File: config.mk
export PLATFORM = sky130hd
export DESIGN_NAME = midi_track_event_parser_core_flat
export DESIGN_NICKNAME = d
export VERILOG_FILES = /design/src/design/mtep_pkg.sv /design/src/design/mtep_if.sv /design/src/design/midi_track_event_parser_core.sv /design/src/design/mtep_front.sv /design/src/design/mtep_queue.sv /design/src/design/mtep_back.sv /design/src/flat_wrapper.sv
export VERILOG_INCLUDE_DIRS = /design/src /design/src/design
export SDC_FILE = /design/constraint.sdc
export NUM_CORES = 2
export LEC_CHECK = 0
export BUFFER_PORTS_ARGS = -buffer_cell sky130_fd_sc_hd__buf_4
export CORE_AREA = 3 3 404 406
export DETAILED_ROUTE_END_ITERATION = 8
export DIE_AREA = 0 0 407 409
export PLACE_DENSITY = 0.78
export SETUP_SLACK_MARGIN = 0.02
export SLEW_MARGIN = 15
export SYNTH_ARGS = -nofsm -noshare
export SYNTH_HDL_FRONTEND = slang
export SYNTH_SLANG_ARGS = --single-unit
File: constraint.sdc
create_clock -name clk -period 10.5 [get_ports clk]
set_input_delay 1.05 -clock clk [delete_from_list [all_inputs] [get_ports clk]]
set_output_delay 1.05 -clock clk [all_outputs]
set_load 0.01 [all_outputs]
File: src/design/assert_macros.svh
// Assertion macros used by the parser top level.
`ifndef ASSERT_MACROS_SVH
`define ASSERT_MACROS_SVH
`ifndef SYNTHESIS
`define MTEP_ASSERT(lbl, clk, rst_n, prop) \
	lbl: assert property (@(posedge clk) disable iff (!rst_n) prop) \
	else $error("assertion failed");
`define MTEP_NEVER(lbl, clk, rst_n, cond) \
	lbl: assert property (@(posedge clk) disable iff (!rst_n) !(cond)) \
	else $error("forbidden condition seen");
`else
`define MTEP_ASSERT(lbl, clk, rst_n, prop)
`define MTEP_NEVER(lbl, clk, rst_n, cond)
`endif
`endif

File: src/design/mtep_pkg.sv
// Package with types, codes and helpers of the MIDI track event parser.
`timescale 1ns / 1ps
package mtep_pkg;
	localparam int NAME_LIMIT_DEF = 256;
	localparam int QDEPTH = 4;
	localparam int DIV_STEPS = 12;

	localparam logic [3:0] KIND_MSG2    = 4'd0;
	localparam logic [3:0] KIND_MSG1    = 4'd1;
	localparam logic [3:0] KIND_BUS     = 4'd2;
	localparam logic [3:0] KIND_CHANNEL = 4'd3;
	localparam logic [3:0] KIND_TIMESIG = 4'd4;
	localparam logic [3:0] KIND_TRIGGER = 4'd5;
	localparam logic [3:0] KIND_END     = 4'd6;
	localparam logic [3:0] KIND_NAME    = 4'd7;
	localparam logic [3:0] KIND_SEQNUM  = 4'd8;
	localparam logic [3:0] KIND_ERROR   = 4'd9;

	localparam logic [7:0] STATUS_META  = 8'hFF;
	localparam logic [7:0] STATUS_SYSEX = 8'hF0;
	localparam logic [7:0] META_SEQNUM  = 8'h00;
	localparam logic [7:0] META_NAME    = 8'h03;
	localparam logic [7:0] META_END     = 8'h2F;
	localparam logic [7:0] META_PROP    = 8'h7F;

	localparam logic [2:0] CFG_FILE_PPQN   = 3'd0;
	localparam logic [2:0] CFG_TARGET_PPQN = 3'd1;
	localparam logic [2:0] CFG_TAG_BUS     = 3'd2;
	localparam logic [2:0] CFG_TAG_CHAN    = 3'd3;
	localparam logic [2:0] CFG_TAG_TSIG    = 3'd4;
	localparam logic [2:0] CFG_TAG_TRIG_O  = 3'd5;
	localparam logic [2:0] CFG_TAG_TRIG_N  = 3'd6;

	typedef enum logic [17:0] {
		PH_DELTA     = 18'h00001,
		PH_STATUS    = 18'h00002,
		PH_D1_TWO    = 18'h00004,
		PH_D2        = 18'h00008,
		PH_D1_ONE    = 18'h00010,
		PH_META_TYPE = 18'h00020,
		PH_META_LEN  = 18'h00040,
		PH_SYSEX_LEN = 18'h00080,
		PH_SKIP      = 18'h00100,
		PH_NAME      = 18'h00200,
		PH_SEQ       = 18'h00400,
		PH_PTAG      = 18'h00800,
		PH_PBUS      = 18'h01000,
		PH_PCHAN     = 18'h02000,
		PH_PTSIG     = 18'h04000,
		PH_TRIG_OLD  = 18'h08000,
		PH_TRIG_NEW  = 18'h10000,
		PH_HALT      = 18'h20000
	} phase_t;

	typedef enum logic [2:0] {
		BK_IDLE = 3'b001,
		BK_MUL  = 3'b010,
		BK_DIV  = 3'b100
	} back_state_t;

	typedef struct packed {
		logic [31:0] bus;
		logic [31:0] chan;
		logic [31:0] tsig;
		logic [31:0] trig_old;
		logic [31:0] trig_new;
	} tags_t;

	typedef struct packed {
		logic       hit;
		logic [3:0] need;
		phase_t     ph;
	} pdisp_t;

	typedef struct packed {
		logic [3:0]  kind;
		logic [31:0] rtime;
		logic [7:0]  status;
		logic [3:0]  chan;
		logic [7:0]  d1;
		logic [7:0]  d2;
		logic [31:0] a;
		logic [31:0] b;
		logic [31:0] c;
		logic        last;
		logic        add_one;
	} ev_entry_t;

	typedef struct packed {
		logic full;
		logic empty;
	} q_stat_t;

	// The first matching tag in register order wins.
	function automatic pdisp_t prop_sel(input logic [31:0] tag, input tags_t t);
		pdisp_t r;
		r.hit = 1'b1;
		r.need = 4'd0;
		r.ph = PH_SKIP;
		if (tag == t.bus) begin
			r.need = 4'd1;
			r.ph = PH_PBUS;
		end else if (tag == t.chan) begin
			r.need = 4'd1;
			r.ph = PH_PCHAN;
		end else if (tag == t.tsig) begin
			r.need = 4'd2;
			r.ph = PH_PTSIG;
		end else if (tag == t.trig_old) begin
			r.need = 4'd8;
			r.ph = PH_TRIG_OLD;
		end else if (tag == t.trig_new) begin
			r.need = 4'd12;
			r.ph = PH_TRIG_NEW;
		end else begin
			r.hit = 1'b0;
		end
		return r;
	endfunction
endpackage

File: src/design/mtep_if.sv
// Channel interfaces for track bytes and parsed events.
`timescale 1ns / 1ps
interface mtep_in_if;
	logic       valid;
	logic       ready;
	logic [7:0] track_byte;
	logic       track_start;
	modport source (output valid, output track_byte, output track_start, input ready);
	modport sink (input valid, input track_byte, input track_start, output ready);
endinterface

interface mtep_out_if;
	logic        valid;
	logic        ready;
	logic [3:0]  kind;
	logic [31:0] timestamp;
	logic [7:0]  status_code;
	logic [3:0]  channel_number;
	logic [7:0]  data_first;
	logic [7:0]  data_second;
	logic [31:0] value_a;
	logic [31:0] value_b;
	logic [31:0] value_c;
	logic        last_of_track;
	modport source (output valid, output kind, output timestamp, output status_code,
		output channel_number, output data_first, output data_second, output value_a,
		output value_b, output value_c, output last_of_track, input ready);
	modport sink (input valid, input kind, input timestamp, input status_code,
		input channel_number, input data_first, input data_second, input value_a,
		input value_b, input value_c, input last_of_track, output ready);
endinterface

File: src/design/midi_track_event_parser_core.sv
// Top level of the MIDI track event parser with its configuration registers.
//  channel    direction  transaction
//  track_in   in         one track byte with its start-of-track flag
//  event_out  out        one parsed event with its scaled timestamp
// The parser takes one byte per cycle while its queue has room.
// Each event passes through the scaler: a multiply by the target rate, then a
// four-bit-per-cycle divider by the file rate.
// A finished event waits in the output register while the next one is scaled.
// Reset is asynchronous; all control state clears at once, with no clearing pass.
`timescale 1ns / 1ps
`include "assert_macros.svh"
module midi_track_event_parser_core #(
	parameter int NAME_LIMIT = mtep_pkg::NAME_LIMIT_DEF
) (
	input  logic        clk,
	input  logic        arst_n,
	mtep_in_if.sink     track_in,
	mtep_out_if.source  event_out,
	input  logic        cfg_we,
	input  logic [2:0]  cfg_index,
	input  logic [31:0] cfg_data
);
	logic [15:0] file_ppqn_q, target_ppqn_q;
	mtep_pkg::tags_t tags_q;
	mtep_pkg::q_stat_t qstat;
	mtep_pkg::ev_entry_t push_data, pop_data;
	logic push, pop;

	always_ff @(posedge clk or negedge arst_n) begin
		if (!arst_n) begin
			file_ppqn_q <= 16'd192;
			target_ppqn_q <= 16'd192;
			tags_q.bus <= 32'h2424_0001;
			tags_q.chan <= 32'h2424_0002;
			tags_q.tsig <= 32'h2424_0006;
			tags_q.trig_old <= 32'h2424_0004;
			tags_q.trig_new <= 32'h2424_0008;
		end else if (cfg_we) begin
			unique case (cfg_index)
				mtep_pkg::CFG_FILE_PPQN: file_ppqn_q <= cfg_data[15:0];
				mtep_pkg::CFG_TARGET_PPQN: target_ppqn_q <= cfg_data[15:0];
				mtep_pkg::CFG_TAG_BUS: tags_q.bus <= cfg_data;
				mtep_pkg::CFG_TAG_CHAN: tags_q.chan <= cfg_data;
				mtep_pkg::CFG_TAG_TSIG: tags_q.tsig <= cfg_data;
				mtep_pkg::CFG_TAG_TRIG_O: tags_q.trig_old <= cfg_data;
				mtep_pkg::CFG_TAG_TRIG_N: tags_q.trig_new <= cfg_data;
				default: begin
				end
			endcase
		end
	end

	mtep_front #(.NAME_LIMIT(NAME_LIMIT)) u_front (
		.clk(clk), .arst_n(arst_n), .track_in(track_in), .tags(tags_q),
		.qstat(qstat), .push(push), .push_data(push_data)
	);

	mtep_queue #(.DEPTH(mtep_pkg::QDEPTH)) u_queue (
		.clk(clk), .arst_n(arst_n), .push(push), .push_data(push_data),
		.pop(pop), .pop_data(pop_data), .stat(qstat)
	);

	mtep_back u_back (
		.clk(clk), .arst_n(arst_n), .qstat(qstat), .pop(pop), .pop_data(pop_data),
		.file_ppqn(file_ppqn_q), .target_ppqn(target_ppqn_q), .event_out(event_out)
	);

	`MTEP_NEVER(a_queue_state, clk, arst_n, qstat.full && qstat.empty)
	`MTEP_NEVER(a_no_pop_empty, clk, arst_n, pop && qstat.empty)
	`MTEP_ASSERT(a_last_kind, clk, arst_n, (event_out.valid && event_out.last_of_track) |-> (event_out.kind == mtep_pkg::KIND_END || event_out.kind == mtep_pkg::KIND_ERROR))
endmodule

File: src/design/mtep_front.sv
// Byte parser: decodes the track stream and queues raw event records.
`timescale 1ns / 1ps
module mtep_front #(
	parameter int NAME_LIMIT = mtep_pkg::NAME_LIMIT_DEF
) (
	input  logic                clk,
	input  logic                arst_n,
	mtep_in_if.sink             track_in,
	input  mtep_pkg::tags_t     tags,
	input  mtep_pkg::q_stat_t   qstat,
	output logic                push,
	output mtep_pkg::ev_entry_t push_data
);
	localparam logic [31:0] NAME_LIM = 32'(NAME_LIMIT);

	mtep_pkg::phase_t phase_q;
	logic [7:0]  status_q;
	logic [31:0] vacc_q;
	logic [31:0] ldelta_q;
	logic [31:0] rtime_q;
	logic [7:0]  mtype_q;
	logic [31:0] rem_q;
	logic [31:0] ptag_q;
	logic [3:0]  bcnt_q;
	logic [31:0] w0_q, w1_q, w2_q;
	logic [7:0]  held_q;

	mtep_pkg::phase_t ph;
	logic [7:0]  st, s, b, hd, mt;
	logic [31:0] va, ld, rt, rem, tag, w0, w1, w2, len, n;
	logic [3:0]  bc;
	logic        em, run_body, accept;
	mtep_pkg::ev_entry_t e;
	mtep_pkg::pdisp_t pd;

	assign track_in.ready = !qstat.full;
	assign accept = track_in.valid && track_in.ready;
	assign push = accept && em;
	assign push_data = e;

	always_comb begin
		ph = phase_q; st = status_q; va = vacc_q; ld = ldelta_q; rt = rtime_q;
		mt = mtype_q; rem = rem_q; tag = ptag_q; bc = bcnt_q;
		w0 = w0_q; w1 = w1_q; w2 = w2_q; hd = held_q;
		b = track_in.track_byte;
		em = 1'b0; run_body = 1'b0; s = st; len = '0; n = '0;
		pd = mtep_pkg::prop_sel(tag, tags);
		e = '0;
		if (track_in.track_start) begin
			rt = '0; ld = '0; st = '0; tag = '0; rem = '0; bc = '0;
			ph = mtep_pkg::PH_DELTA; va = '0;
		end
		if (ph == mtep_pkg::PH_DELTA) begin
			va = {va[24:0], b[6:0]};
			if (!b[7]) begin
				ld = va;
				rt = rt + va;
				va = '0;
				ph = mtep_pkg::PH_STATUS;
			end
		end else if (ph == mtep_pkg::PH_STATUS) begin
			if (b[7]) st = b;
			run_body = !b[7];
			case (st[7:4])
				4'h8, 4'h9, 4'hA, 4'hB, 4'hE: ph = mtep_pkg::PH_D1_TWO;
				4'hC, 4'hD: ph = mtep_pkg::PH_D1_ONE;
				default: begin
					if (st == mtep_pkg::STATUS_META) begin
						ph = mtep_pkg::PH_META_TYPE;
					end else if (st == mtep_pkg::STATUS_SYSEX) begin
						va = '0;
						ph = mtep_pkg::PH_SYSEX_LEN;
					end else begin
						ph = mtep_pkg::PH_HALT;
						run_body = 1'b0;
						em = 1'b1;
						e.kind = mtep_pkg::KIND_ERROR;
						e.status = st;
						e.last = 1'b1;
					end
				end
			endcase
		end else begin
			run_body = 1'b1;
		end
		if (run_body) begin
			unique case (ph)
				mtep_pkg::PH_D1_TWO: begin
					hd = b;
					ph = mtep_pkg::PH_D2;
				end
				mtep_pkg::PH_D2: begin
					s = st;
					if (s[7:4] == 4'h9 && b == 8'h00) s = {4'h8, s[3:0]};
					ph = mtep_pkg::PH_DELTA; va = '0;
					em = 1'b1; e.kind = mtep_pkg::KIND_MSG2; e.status = s;
					e.chan = s[3:0]; e.d1 = hd; e.d2 = b;
				end
				mtep_pkg::PH_D1_ONE: begin
					ph = mtep_pkg::PH_DELTA; va = '0;
					em = 1'b1; e.kind = mtep_pkg::KIND_MSG1; e.status = st;
					e.chan = st[3:0]; e.d1 = b;
				end
				mtep_pkg::PH_META_TYPE: begin
					mt = b; va = '0;
					ph = mtep_pkg::PH_META_LEN;
				end
				mtep_pkg::PH_META_LEN, mtep_pkg::PH_SYSEX_LEN: begin
					va = {va[24:0], b[6:0]};
					if (!b[7]) begin
						if (ph == mtep_pkg::PH_SYSEX_LEN) begin
							rem = va; va = '0;
							ph = (rem == '0) ? mtep_pkg::PH_DELTA : mtep_pkg::PH_SKIP;
						end else begin
							len = va; rem = len; va = '0;
							if (mt == mtep_pkg::META_PROP) begin
								if (len > 32'd4) begin
									bc = '0; w0 = '0; ph = mtep_pkg::PH_PTAG;
								end else begin
									bc = '0;
									if (pd.hit && rem >= 32'(pd.need)) ph = pd.ph;
									else ph = (rem == '0) ? mtep_pkg::PH_DELTA
										: mtep_pkg::PH_SKIP;
								end
							end else if (mt == mtep_pkg::META_END) begin
								ph = mtep_pkg::PH_HALT;
								em = 1'b1; e.kind = mtep_pkg::KIND_END;
								e.status = mtep_pkg::STATUS_META;
								e.add_one = (ld == '0); e.last = 1'b1;
							end else if (mt == mtep_pkg::META_NAME) begin
								n = (len < NAME_LIM) ? len : NAME_LIM;
								rem = len - n;
								if (n == '0) begin
									ph = (rem == '0) ? mtep_pkg::PH_DELTA : mtep_pkg::PH_SKIP;
								end else begin
									va = n; ph = mtep_pkg::PH_NAME;
								end
							end else if (mt == mtep_pkg::META_SEQNUM) begin
								if (len == '0) begin
									ph = mtep_pkg::PH_DELTA;
									em = 1'b1; e.kind = mtep_pkg::KIND_SEQNUM;
									e.status = mtep_pkg::STATUS_META;
								end else begin
									bc = '0;
									if (rem >= 32'd2) ph = mtep_pkg::PH_SEQ;
									else ph = mtep_pkg::PH_SKIP;
								end
							end else begin
								ph = (rem == '0) ? mtep_pkg::PH_DELTA : mtep_pkg::PH_SKIP;
							end
						end
					end
				end
				mtep_pkg::PH_SKIP: begin
					if (rem != '0) rem = rem - 32'd1;
					if (rem == '0) begin
						ph = mtep_pkg::PH_DELTA; va = '0;
					end
				end
				mtep_pkg::PH_NAME: begin
					va = va - 32'd1;
					if (va == '0) ph = (rem == '0) ? mtep_pkg::PH_DELTA : mtep_pkg::PH_SKIP;
					em = 1'b1; e.kind = mtep_pkg::KIND_NAME;
					e.status = mtep_pkg::STATUS_META; e.d1 = b;
				end
				mtep_pkg::PH_SEQ, mtep_pkg::PH_PTSIG: begin
					rem = rem - 32'd1;
					if (bc == '0) begin
						hd = b; bc = 4'd1;
					end else begin
						ph = (rem == '0) ? mtep_pkg::PH_DELTA : mtep_pkg::PH_SKIP;
						va = '0;
						em = 1'b1; e.status = mtep_pkg::STATUS_META;
						if (phase_q == mtep_pkg::PH_PTSIG) begin
							e.kind = mtep_pkg::KIND_TIMESIG; e.d1 = hd; e.d2 = b;
						end else begin
							e.kind = mtep_pkg::KIND_SEQNUM; e.a = {16'h0, hd, b};
						end
					end
				end
				mtep_pkg::PH_PTAG: begin
					rem = rem - 32'd1;
					w0 = {w0[23:0], b};
					bc = bc + 4'd1;
					if (bc >= 4'd4) begin
						tag = w0;
						pd = mtep_pkg::prop_sel(tag, tags);
						bc = '0;
						if (pd.hit && rem >= 32'(pd.need)) ph = pd.ph;
						else ph = (rem == '0) ? mtep_pkg::PH_DELTA : mtep_pkg::PH_SKIP;
					end
				end
				mtep_pkg::PH_PBUS: begin
					rem = rem - 32'd1;
					ph = (rem == '0) ? mtep_pkg::PH_DELTA : mtep_pkg::PH_SKIP;
					va = '0;
					em = 1'b1; e.kind = mtep_pkg::KIND_BUS;
					e.status = mtep_pkg::STATUS_META; e.d1 = b;
				end
				mtep_pkg::PH_PCHAN: begin
					rem = rem - 32'd1;
					ph = (rem == '0) ? mtep_pkg::PH_DELTA : mtep_pkg::PH_SKIP;
					va = '0;
					em = 1'b1; e.kind = mtep_pkg::KIND_CHANNEL;
					e.status = mtep_pkg::STATUS_META; e.chan = b[3:0];
				end
				mtep_pkg::PH_TRIG_OLD, mtep_pkg::PH_TRIG_NEW: begin
					rem = rem - 32'd1;
					case (bc[3:2])
						2'd0: w0 = (bc[1:0] == 2'd0) ? {24'h0, b} : {w0[23:0], b};
						2'd1: w1 = (bc[1:0] == 2'd0) ? {24'h0, b} : {w1[23:0], b};
						default: w2 = (bc[1:0] == 2'd0) ? {24'h0, b} : {w2[23:0], b};
					endcase
					bc = bc + 4'd1;
					if ((ph == mtep_pkg::PH_TRIG_OLD && bc >= 4'd8)
						|| (ph == mtep_pkg::PH_TRIG_NEW && bc >= 4'd12)) begin
						em = 1'b1; e.kind = mtep_pkg::KIND_TRIGGER;
						e.status = mtep_pkg::STATUS_META; e.a = w0;
						if (ph == mtep_pkg::PH_TRIG_OLD) begin
							e.b = w1 - w0;
						end else begin
							e.b = w1 - w0 + 32'd1; e.c = w2;
						end
						if (rem < ((ph == mtep_pkg::PH_TRIG_OLD) ? 32'd8 : 32'd12)) begin
							ph = (rem == '0) ? mtep_pkg::PH_DELTA : mtep_pkg::PH_SKIP;
							va = '0;
						end
						bc = '0;
					end
				end
				default: begin
				end
			endcase
		end
		e.rtime = rt;
	end

	always_ff @(posedge clk or negedge arst_n) begin
		if (!arst_n) begin
			phase_q <= mtep_pkg::PH_DELTA;
			status_q <= '0;
			vacc_q <= '0;
			ldelta_q <= '0;
			rtime_q <= '0;
			mtype_q <= '0;
			rem_q <= '0;
			ptag_q <= '0;
			bcnt_q <= '0;
		end else if (accept) begin
			phase_q <= ph;
			status_q <= st;
			vacc_q <= va;
			ldelta_q <= ld;
			rtime_q <= rt;
			mtype_q <= mt;
			rem_q <= rem;
			ptag_q <= tag;
			bcnt_q <= bc;
		end
	end

	always_ff @(posedge clk) begin
		if (accept) begin
			w0_q <= w0;
			w1_q <= w1;
			w2_q <= w2;
			held_q <= hd;
		end
	end
endmodule

File: src/design/mtep_queue.sv
// Short queue of raw event records between the parser and the time scaler.
`timescale 1ns / 1ps
module mtep_queue #(
	parameter int DEPTH = mtep_pkg::QDEPTH
) (
	input  logic                clk,
	input  logic                arst_n,
	input  logic                push,
	input  mtep_pkg::ev_entry_t push_data,
	input  logic                pop,
	output mtep_pkg::ev_entry_t pop_data,
	output mtep_pkg::q_stat_t   stat
);
	localparam int AW = (DEPTH > 1) ? $clog2(DEPTH) : 1;

	mtep_pkg::ev_entry_t slot_q [DEPTH];
	logic [AW-1:0] wr_q, rd_q;
	logic [AW:0]   cnt_q;

	assign stat.full = (cnt_q == (AW+1)'(DEPTH));
	assign stat.empty = (cnt_q == '0);
	assign pop_data = slot_q[rd_q];

	always_ff @(posedge clk) begin
		if (push) slot_q[wr_q] <= push_data;
	end

	always_ff @(posedge clk or negedge arst_n) begin
		if (!arst_n) begin
			wr_q <= '0;
			rd_q <= '0;
			cnt_q <= '0;
		end else begin
			if (push) wr_q <= (wr_q == AW'(DEPTH - 1)) ? '0 : wr_q + 1'b1;
			if (pop) rd_q <= (rd_q == AW'(DEPTH - 1)) ? '0 : rd_q + 1'b1;
			cnt_q <= cnt_q + (AW+1)'(push) - (AW+1)'(pop);
		end
	end
endmodule

File: src/design/mtep_back.sv
// Time scaler: multiplies by the target rate, divides by the file rate, drives events.
`timescale 1ns / 1ps
module mtep_back (
	input  logic                clk,
	input  logic                arst_n,
	input  mtep_pkg::q_stat_t   qstat,
	output logic                pop,
	input  mtep_pkg::ev_entry_t pop_data,
	input  logic [15:0]         file_ppqn,
	input  logic [15:0]         target_ppqn,
	mtep_out_if.source          event_out
);
	mtep_pkg::back_state_t state_q;
	mtep_pkg::ev_entry_t   ent_q, res_q, res;
	logic [47:0] dvd_q, d;
	logic [16:0] rem_q, r;
	logic [3:0]  cnt_q;
	logic [31:0] ts_q, ts;
	logic        ovalid_q, done, free;

	assign pop = (state_q == mtep_pkg::BK_IDLE) && !qstat.empty;
	assign free = !ovalid_q || event_out.ready;
	assign done = (state_q == mtep_pkg::BK_DIV) && (cnt_q == 4'(mtep_pkg::DIV_STEPS));

	// Four restoring division steps per cycle.
	always_comb begin
		r = rem_q;
		d = dvd_q;
		for (int i = 0; i < 4; i++) begin
			r = {r[15:0], d[47]};
			d = {d[46:0], 1'b0};
			if (r >= {1'b0, file_ppqn}) begin
				r = r - {1'b0, file_ppqn};
				d[0] = 1'b1;
			end
		end
		ts = (file_ppqn == '0) ? 32'hFFFF_FFFF : dvd_q[31:0];
		res = ent_q;
		if (ent_q.add_one) res.a = ts + 32'd1;
		else if (ent_q.kind == mtep_pkg::KIND_END) res.a = ts;
	end

	always_ff @(posedge clk or negedge arst_n) begin
		if (!arst_n) begin
			state_q <= mtep_pkg::BK_IDLE;
			ovalid_q <= 1'b0;
			cnt_q <= '0;
		end else begin
			unique case (state_q)
				mtep_pkg::BK_IDLE: begin
					if (!qstat.empty) state_q <= mtep_pkg::BK_MUL;
				end
				mtep_pkg::BK_MUL: begin
					cnt_q <= '0;
					state_q <= mtep_pkg::BK_DIV;
				end
				mtep_pkg::BK_DIV: begin
					if (!done) begin
						cnt_q <= cnt_q + 4'd1;
					end else if (free) begin
						state_q <= mtep_pkg::BK_IDLE;
					end
				end
				default: state_q <= mtep_pkg::BK_IDLE;
			endcase
			if (done && free) ovalid_q <= 1'b1;
			else if (event_out.ready) ovalid_q <= 1'b0;
		end
	end

	always_ff @(posedge clk) begin
		if (pop) ent_q <= pop_data;
		if (state_q == mtep_pkg::BK_MUL) begin
			dvd_q <= 48'(ent_q.rtime * target_ppqn);
			rem_q <= '0;
		end else if (state_q == mtep_pkg::BK_DIV && !done) begin
			dvd_q <= d;
			rem_q <= r;
		end
		if (done && free) begin
			res_q <= res;
			ts_q <= ts;
		end
	end

	assign event_out.valid = ovalid_q;
	assign event_out.kind = res_q.kind;
	assign event_out.timestamp = ts_q;
	assign event_out.status_code = res_q.status;
	assign event_out.channel_number = res_q.chan;
	assign event_out.data_first = res_q.d1;
	assign event_out.data_second = res_q.d2;
	assign event_out.value_a = res_q.a;
	assign event_out.value_b = res_q.b;
	assign event_out.value_c = res_q.c;
	assign event_out.last_of_track = res_q.last;
endmodule

File: src/flat_wrapper.sv
// flat-port wrapper written by rule: the top's interface ports become plain ports
module midi_track_event_parser_core_flat 
#(
	parameter int NAME_LIMIT = mtep_pkg::NAME_LIMIT_DEF
)
  (clk, arst_n, cfg_we, cfg_index, cfg_data, track_in_valid, track_in_track_byte, track_in_track_start, track_in_ready, event_out_valid, event_out_kind, event_out_timestamp, event_out_status_code, event_out_channel_number, event_out_data_first, event_out_data_second, event_out_value_a, event_out_value_b, event_out_value_c, event_out_last_of_track, event_out_ready);
  mtep_in_if track_in_i ();
  mtep_out_if event_out_i ();
  input  logic clk;
  input  logic arst_n;
  input  logic cfg_we;
  input  logic [2:0] cfg_index;
  input  logic [31:0] cfg_data;
  input wire logic [$bits(track_in_i.valid)-1:0] track_in_valid;
  input wire logic [$bits(track_in_i.track_byte)-1:0] track_in_track_byte;
  input wire logic [$bits(track_in_i.track_start)-1:0] track_in_track_start;
  output wire logic [$bits(track_in_i.ready)-1:0] track_in_ready;
  output wire logic [$bits(event_out_i.valid)-1:0] event_out_valid;
  output wire logic [$bits(event_out_i.kind)-1:0] event_out_kind;
  output wire logic [$bits(event_out_i.timestamp)-1:0] event_out_timestamp;
  output wire logic [$bits(event_out_i.status_code)-1:0] event_out_status_code;
  output wire logic [$bits(event_out_i.channel_number)-1:0] event_out_channel_number;
  output wire logic [$bits(event_out_i.data_first)-1:0] event_out_data_first;
  output wire logic [$bits(event_out_i.data_second)-1:0] event_out_data_second;
  output wire logic [$bits(event_out_i.value_a)-1:0] event_out_value_a;
  output wire logic [$bits(event_out_i.value_b)-1:0] event_out_value_b;
  output wire logic [$bits(event_out_i.value_c)-1:0] event_out_value_c;
  output wire logic [$bits(event_out_i.last_of_track)-1:0] event_out_last_of_track;
  input wire logic [$bits(event_out_i.ready)-1:0] event_out_ready;
  assign track_in_i.valid = track_in_valid;
  assign track_in_i.track_byte = track_in_track_byte;
  assign track_in_i.track_start = track_in_track_start;
  assign track_in_ready = track_in_i.ready;
  assign event_out_valid = event_out_i.valid;
  assign event_out_kind = event_out_i.kind;
  assign event_out_timestamp = event_out_i.timestamp;
  assign event_out_status_code = event_out_i.status_code;
  assign event_out_channel_number = event_out_i.channel_number;
  assign event_out_data_first = event_out_i.data_first;
  assign event_out_data_second = event_out_i.data_second;
  assign event_out_value_a = event_out_i.value_a;
  assign event_out_value_b = event_out_i.value_b;
  assign event_out_value_c = event_out_i.value_c;
  assign event_out_last_of_track = event_out_i.last_of_track;
  assign event_out_i.ready = event_out_ready;
  midi_track_event_parser_core #(.NAME_LIMIT(NAME_LIMIT)) u_core (.clk(clk), .arst_n(arst_n), .track_in(track_in_i), .event_out(event_out_i), .cfg_we(cfg_we), .cfg_index(cfg_index), .cfg_data(cfg_data));
endmodule
==> flow_summary.ini <==
[critical_path]
crit_slowest_cell = a2111oi_1
arrival_ps = 10480
path_max_fanout = 19
r2r-start = u_core.u_back.dvd_q[47]
crit_required_ps = 11140
critPathKind = reg -> reg
crit_path_start_kind = register
crit_start = u_core.u_back.dvd_q[47]
endpoint_kind = register
worst_path_largest_cell_delay_ps = 450

[route]
wire_per_inst_um = 27.8
vias_per_cell = 6.41
drtPass1Iterations = 8
drt_wl_total_um = 293000
first_iter_violations = 8475
via_count = 67600
ant_nets = 0
route.detailed.drc = 0

[synthesis]
synthCells = 8100
synth_ff_type = edfxtp_1
yosys_register_bits = 1544
async_reset_ff_frac = 0.262
synth-edff-count = 1123
syn-mean-instance-area_sq_um = 11.4
synth_largest_area_cell = edfxtp_1
synth_cell_types = 111
mappedNetlistNets = 8848
synth_warnings = 0
seq_area_frac_synth = 0.479
synthTopCellsByArea = edfxtp_1 (37%), dfrtp_1 (10%), fa_1 (9.2%), nand2_1 (4.0%), mux4_2 (3.9%)
synth_area_sq_um = 92400
yosysTopAreaCellShare = 0.365

[clock_tree]
cts_sinks = 1544
cts_max_path_buffers = 3
clkTransAtPathRegs_ps = 60
cts_hold_buf = 0
numCtsBuffers = 163
clock_latency_ps = 860
cts-root-buf = clkbuf_16
cts_tree = done
htreeDepth = 4

[flow_run]
maxCapViolCount = 0

[sta]
timing.final.crit_share = 0.937
rsz0062_at_grt = no
period_needed_ps = 9840
slew_headroom = 0.170
fin_tns_setup_ps = 0
setup_viol = 0
drv_slew = 0
hold_viol = 0
achievable-frequency_mhz = 102
tightestPinTransition_ps = 1230
clock-skew-final_ps = 81.8

[grt]
antenna_found_initial = 11
grt_pass1_vias = 67100
grt_pass1_wl_um = 436000
grt_usage = 0.352
grt_max_degree = 140
globalRouteOverflowTotal = 0

[place]
dpl.hpwl_um = 206000
gp_congestion = 1.02
portBuffers = 211

[floorplanning]
coreArea_sq_um = 160000
die_y_um = 409
rows = 147
initial_core_util = 0.577
die_x_um = 407
die_area_sq_um = 166000
num_io_pins = 212

[layout]
fin_nets = 8980
final_util = 0.641
nFillCells = 11900
drive_gt1_frac = 0.149
seq_area_sq_um = 44200
areaGrowthSynthToFinish_pct = 11.1
multi_input_area_sq_um = 44500

[min_path]
hold_class = in -> async

[outcome]
outcome = finished, final reports clean
## worst max-delay path, delay by kind of cell, from the launching register on
kind	cells	cell delay, ps
simple gates	8	1410
flops	1	400
xor+xnor	1	150
fa+ha+maj	5	1500
compound gates	22	4000
buf+inv	9	1260
mux	3	920
## path summary, 6_finish.rpt
kind,cells after the start,endpoint,slack (ps)
max in group asynchronous,3,u_core.tags_q[8],7820
min in group clk,0,u_core.u_back.event_out.value_b[28],380
worst min register to register,0,u_core.u_back.event_out.value_b[28],380
worst max register to register,48,u_core.u_back.rem_q[13],660
worst max-delay path,48,u_core.u_back.rem_q[13],660
worst min-delay path,1,u_core.u_front.status_q[1],170
## flip-flops by register name, summed over array words and instances, names as in the netlist, 16 cells and up
name / count
u_core.u_back.dvd_q: 48
u_core.u_front.phase_q: 18
u_core.u_back.event_out.timestamp: 32
u_core.u_back.event_out.value_b: 32
u_core.file_ppqn_q: 16
u_core.u_front.rem_q: 32
u_core.u_front.w0_q: 32
u_core.target_ppqn_q: 16
u_core.u_queue.slot_q: 648
u_core.u_front.rtime_q: 32
u_core.u_front.ldelta_q: 32
u_core.u_back.event_out.value_c: 32
u_core.u_front.w2_q: 32
u_core.u_front.ptag_q: 32
u_core.u_back.ent_q: 162
u_core.u_front.vacc_q: 32
u_core.tags_q: 160
u_core.u_back.event_out.value_a: 32
u_core.u_back.rem_q: 16
u_core.u_front.w1_q: 32
## cell families after synthesis
| kind of cell | count (synthesis) | share of synthesized area |
|---|---|---|
| and+or+nand+nor | 2451 | 0.129 |
| DFF | 1544 | 0.479 |
| other | 2 | 0.0000813 |
| AOI/OAI and AO/OA | 1356 | 0.0935 |
| xor gates and xnor gates | 573 | 0.0545 |
| muxes | 439 | 0.0730 |
| buffers and inverters | 1036 | 0.0427 |
| adders and majority gates | 699 | 0.129 |
## layout by cell type, fill, tap and decap left out, types with 31 or more instances in the layout
cell type | synthesis | layout
xnor2_1 | 285 | 285
fa_1 | 425 | 425
nor4_1 | 115 | 112
a22oi_1 | 80 | 80
nand4_1 | 92 | 92
a21o_1 | 67 | 67
xor2_1 | 287 | 287
dfrtp_1 | 373 | 371
a22o_1 | 52 | 52
a21oi_1 | 265 | 262
ha_1 | 274 | 273
nor3b_1 | 40 | 38
o21ai_0 | 457 | 452
o22ai_1 | 39 | 39
nand2b_1 | 85 | 83
nor2b_1 | 82 | 81
nand3_1 | 118 | 118
mux4_2 | 162 | 162
nor3_1 | 127 | 124
nand2_1 | 973 | 972
o21a_1 | 42 | 42
mux2_2 | 252 | 252
edfxtp_1 | 1123 | 1123
or3_1 | 51 | 50
and2_1 | 174 | 169
and3_1 | 72 | 72
a31oi_1 | 39 | 37
buf_4 | 2 | 427
clkbuf_16 | 0 | 163
dfstp_2 | 32 | 32
or2_2 | 31 | 31
inv_1 | 564 | 563
nor2_1 | 404 | 395
## what timing repair did
action                     in CTS  in global routing
gates resized for setup         0                 17
setup endpoints to repair       0                 17
setup buffers                   0                  2
## layout make-up
type,count,area share
diodes,9,0.000219
well taps,2160,0.0263
repair buffers,437,0.0332
clock buffers,196,0.0416
multi-input cells,5520,0.433
inverters,566,0.0207
flip-flops and latches,1544,0.431
clock inverters,106,0.0137
## routing by layer
layer / vias up / part of all wire / global-route usage / wire (um)
met3: 773 / 0.11 / 0.0898 / 31500
li1: 29000 / - / - / -
met4: 6 / 0.063 / 0.191 / 18300
met1: 33800 / 0.38 / 0.473 / 112000
met5: - / 0.00015 / 0 / 43
met2: 3991 / 0.45 / 0.525 / 130000
## per-stage QoR
| stage | cells | instance area, sq um | setup WS, ps | hold slack, ps |
|---|---|---|---|---|
| floorplan | 8100 | 92400 | 342 | 400 |
| detailed placement | 10200 | 96800 | 295 | 405 |
| finish | 10500 | 103000 | 662 | 171 |
| global placement | 10200 | 96800 | 265 | 402 |
| CTS | 10500 | 103000 | 145 | 158 |
| global route | 10500 | 103000 | 24.2 | 185 |
## synthesized netlist by cell type, types with 92 or more instances
| library cell | count |
|---|---|
| a21oi_1 | 265 |
| and2_1 | 174 |
| clkbuf_1 | 389 |
| dfrtp_1 | 373 |
| edfxtp_1 | 1123 |
| fa_1 | 425 |
| ha_1 | 274 |
| inv_1 | 564 |
| mux2_2 | 252 |
| mux4_2 | 162 |
| nand2_1 | 973 |
| nand3_1 | 118 |
| nand4_1 | 92 |
| nor2_1 | 404 |
| nor3_1 | 127 |
| nor4_1 | 115 |
| o21ai_0 | 457 |
| xnor2_1 | 285 |
| xor2_1 | 287 |
Power is not shown: default switching activity piles up to over one toggle a cycle in this logic, so the estimate is an artifact.
